File: src/rtl/gsp_ram.sv
// Generic single-write, single-read RAM with registered read data.
`timescale 1ns / 1ps

module gsp_ram #(
	parameter int WIDTH = 16,
	parameter int DEPTH = 256
) (
	input  logic                     clk,
	input  logic                     we,
	input  logic [$clog2(DEPTH)-1:0] waddr,
	input  logic [WIDTH-1:0]         wdata,
	input  logic [$clog2(DEPTH)-1:0] raddr,
	output logic [WIDTH-1:0]         rdata
);

	logic [WIDTH-1:0] mem [DEPTH];

	// Write port and registered read port.
	always_ff @(posedge clk) begin
		if (we) begin
			mem[waddr] <= wdata;
		end
		rdata <= mem[raddr];
	end

endmodule

File: config.mk
export PLATFORM = sky130hd
export DESIGN_NAME = gsp_ram
export DESIGN_NICKNAME = d
export VERILOG_FILES = /design/src/rtl/gsp_ram.sv
export SDC_FILE = /design/constraint.sdc
export NUM_CORES = 2
export LEC_CHECK = 0
export BUFFER_PORTS_ARGS = -buffer_cell sky130_fd_sc_hd__buf_2
export CORE_ASPECT_RATIO = 2
export CORE_UTILIZATION = 43
export CTS_CLUSTER_SIZE = 10
export DETAILED_ROUTE_END_ITERATION = 8
export PLACE_DENSITY = 0.63
export SLEW_MARGIN = 20
export SYNTH_ARGS = -nofsm -noshare
export SYNTH_HDL_FRONTEND = slang
export SYNTH_SLANG_ARGS = --single-unit
export TNS_END_PERCENT = 20
File: constraint.sdc
create_clock -name clk -period 5.45 [get_ports clk]
set_input_delay 0.2725 -clock clk [delete_from_list [all_inputs] [get_ports clk]]
set_output_delay 0.2725 -clock clk [all_outputs]
set_load 0.02 [all_outputs]
==> metrics.md <==
| Metric | Value |
|---|---|
| Global-route wire length before repair | `620 mm` |
| Synth Area in Adders | `0` |
| Vias in the first global route | `80800` |
| H-tree depth | `5` |
| Synth Instances | `7360` |
| Mux share of post-synthesis cell area | `0.155` |
| Post-synth cell types | `52` |
| Vias per cell | `6.05` |
| Latest clock arrival within the worst-skew pair | `0.98 ns` |
| Num CTS Buffers | `453` |
| Static Leak | `56.6 nW` |
| Die X | `432 um` |
| RSZ-0062 raised after global routing | `no` |
| Initial antenna violation count | `24` |
| Pwr/cell area | `361 nW/um^2` |
| Max rail drop VDD | `0.283 mV` |
| HPWL Detailed | `279 mm` |
| Critical Path End Type | `register` |
| Post-synth ARST share | `0` |
| Reg2reg start | `mem[2][15]$_DFFE_PP_` |
| Post-synth EDFFs | `4096` |
| Clk sink count | `4112` |
| Register area share after synthesis | `0.777` |
| Critical R2R Capture | `rdata[15]$_DFF_P_` |
| DR WL/cell | `34.1 um` |
| Least-Margin Pin Slew | `1.35 ns` |
| Synth-to-Final Area Change | `13.2%` |
| DRC viols | `3` |
| Synth top area cells | `edfxtp_1 (77%), mux4_2 (11%), mux2i_1 (3.6%)` |
| Syn avg cell area | `21.6 um^2` |
| Setup CP Type | `primary input to register` |
| Final Setup Violations | `0` |
| Die footprint | `372000 um^2` |
| Largest family of logic cells by synthesized area | `multiplexers` |
| DR iter-0 viols | `8038` |
| Worst Path Arrival | `4.56 ns` |
| Yosys top cell area share | `0.775` |
| Core ar. | `368000 um^2` |
| Slew margin rel. | `0.102` |
| Synth top cells by count | `edfxtp_1 (4096), mux4_2 (797), mux2i_1 (565)` |
| Dominant synthesized flop cell | `edfxtp_1` |
| Critical Path End | `rdata[2]$_DFF_P_` |
| Worst slack at placement | `0.805 ns` |
| Violated checks | `DRC` |
| GRT overflow | `0` |
| Final #Nets | `7958` |
| Cell Area, Synth | `159000 um^2` |
| Worst path required time | `6.32 ns` |
| Drt first pass iters | `9` |
| Syn_nets | `7394` |
| Largest net degree at the start of global routing | `176` |
| Clock skew | `0.0706 ns` |
| Max FO, Critical Path | `116` |
| Worst setup startpoint | `raddr[1]` |
| Syn. warnings | `0` |
| Die Ht | `861 um` |
| IO Port Bufs | `49` |
| Final worst slack | `1.76 ns` |
| Most common cell in the netlist | `edfxtp_1` |
| Maximum clock frequency | `0.271 GHz` |
| Via count | `78600` |
| Synth Register Bits | `4112` |
| Worst-path clk slew | `0.06 ns` |
| Initial core utilization | `0.432` |
| FF-to-FF setup slack | `2.25 ns` |
| Cell taking the most area after synthesis | `edfxtp_1` |
| Hold WC Path Type | `primary input to register` |
| Synth Area in Simple Gates | `0.0157` |
| Setup crit start kind | `primary input` |
| I/O pins | `50` |
| Status | `complete, but fails checks` |
| Postcts setup bufs | `0` |
| Min cycle time layout | `3.69 ns` |
| Endpoints failing hold | `0` |
| Share of post-route cells with drive strength above 1 | `0.245` |
| Clk buf depth | `4` |
| Layout filler cell count | `29200` |
| Core Rows | `315` |
| Tcrit/Tclk final | `0.677` |
| Final antenna-violating net count | `0` |
| Post-CTS Resized | `0` |
| Max Cap Viol | `0` |
| Slew Limit Fails | `0` |
| CTS tree | `done` |
| Setup TNS | `0 ns` |
| Root Buffer | `clkbuf_16` |
| Worst r2r path cells | `6` |
| Synth Area in Compound Gates | `0.0354` |
| All-layer global routing usage | `0.237` |
| GP Congestion | `0.901` |
| Xor and xnor fraction of the mapped netlist area | `0` |
| WL final | `443 mm` |
==> sequential cells by signal, summed over array words and instances (netlist names) <==
register	count
mem	4096
rdata	16
==> placed cells by master, fill, tap and decap left out, types with 11 or more instances in the layout <==
cell type	Yosys	routed
mux4_2	797	797
buf_4	26	445
nor2_4	0	14
a211oi_1	18	18
mux2i_1	565	565
a221oi_1	28	28
buf_2	76	28
nor2_1	304	268
nor3_1	92	85
edfxtp_1	4096	4096
nor2_2	0	22
dlygate4sd3_1	0	16
mux2_2	88	88
clkbuf_16	0	459
a22oi_1	43	43
a22o_1	32	32
nor4_1	17	17
diode_2	0	27
o221ai_1	252	252
buf_12	5	49
nand2_1	38	37
dfxtp_1	16	16
a21oi_1	175	175
o21ai_0	37	35
o31ai_1	16	14
nand3_1	35	31
and3_1	11	11
o32ai_1	20	20
buf_8	11	17
nand4_1	26	26
clkbuf_1	230	98
o22ai_1	148	148
==> worst max-delay path: stages <==
cell and delay, ns:
buf_8 0.46, nand2b_4 0.24, buf_12 0.26, o221ai_1 0.67, o22ai_1 0.28, a22oi_1 0.86
nand3_1 0.53, nor4_1 0.43
==> routing by layer <==
layer	vias to the layer above	global-route usage	share of wire
li1	32200	-	-
met1	42200	0.252	0.32
met2	3249	0.424	0.53
met3	933	0.0305	0.055
met4	8	0.185	0.093
met5	-	0	0.00013
==> per-stage QoR <==
step	std cells	util	total power, mW	hold slack, ns	cell area, um^2
2_1_floorplan	7360	-	37.3	0.371	159000
3_3_place_gp	12400	0.454	38.9	0.663	167000
3_5_place_dp	12400	0.455	39.0	0.669	167000
4_1_cts	13000	0.488	65.2	0.0653	179000
5_1_grt	13000	0.488	66.3	0.146	180000
6_report	13000	0.488	64.8	0.149	180000
==> report_power, final <==
part / switching, mW / internal [mW]
Clock: 11.5 / 15.0
Combinational: 2.23 / 1.12
Sequential: 0.0612 / 34.9
Total: 13.8 / 51.0
==> cell type report <==
cell class                 instances  area (um^2)  area share
inverter                           4         27.5    0.000153
clock buffer                     557        11900      0.0660
antenna                           27         67.6    0.000376
sequential                      4112       123000       0.687
multi-input combinational       2792        33000       0.184
clock inverter                    19          246     0.00137
timing repair buffer             561         4960      0.0276
tap                             4913         6150      0.0342
==> kinds of logic (layout without fill, tap and decap cells) <==
kind of cell / count (synthesis) / count (layout)
AOI/OAI and AO/OA: 786 / 786
DFF: 4112 / 4112
buffers and inverters: 456 / 1141
other: 0 / 27
muxes: 1450 / 1450
and+or+nand+nor: 556 / 556
==> repair_timing <==
item / in CTS / in global routing
hold endpoints to repair: 1316 / 0
hold buffers: 16 / 0
endpoints found under the setup margin: 0 / 0
==> worst min path at each step <==
stage / start / endpoint / slack, ns / cells after the start
floorplan: wdata[0] / mem[0][0]$_DFFE_PP_ / 0.37 / 0
global placement: wdata[13] / mem[64][13]$_DFFE_PP_ / 0.66 / 1
detailed placement: wdata[13] / mem[64][13]$_DFFE_PP_ / 0.67 / 1
CTS: raddr[6] / rdata[1]$_DFF_P_ / 0.07 / 4
global route: we / mem[223][0]$_DFFE_PP_ / 0.15 / 3
finish: raddr[6] / rdata[1]$_DFF_P_ / 0.15 / 4
Note: power is estimated with default switching activity, not from simulation.
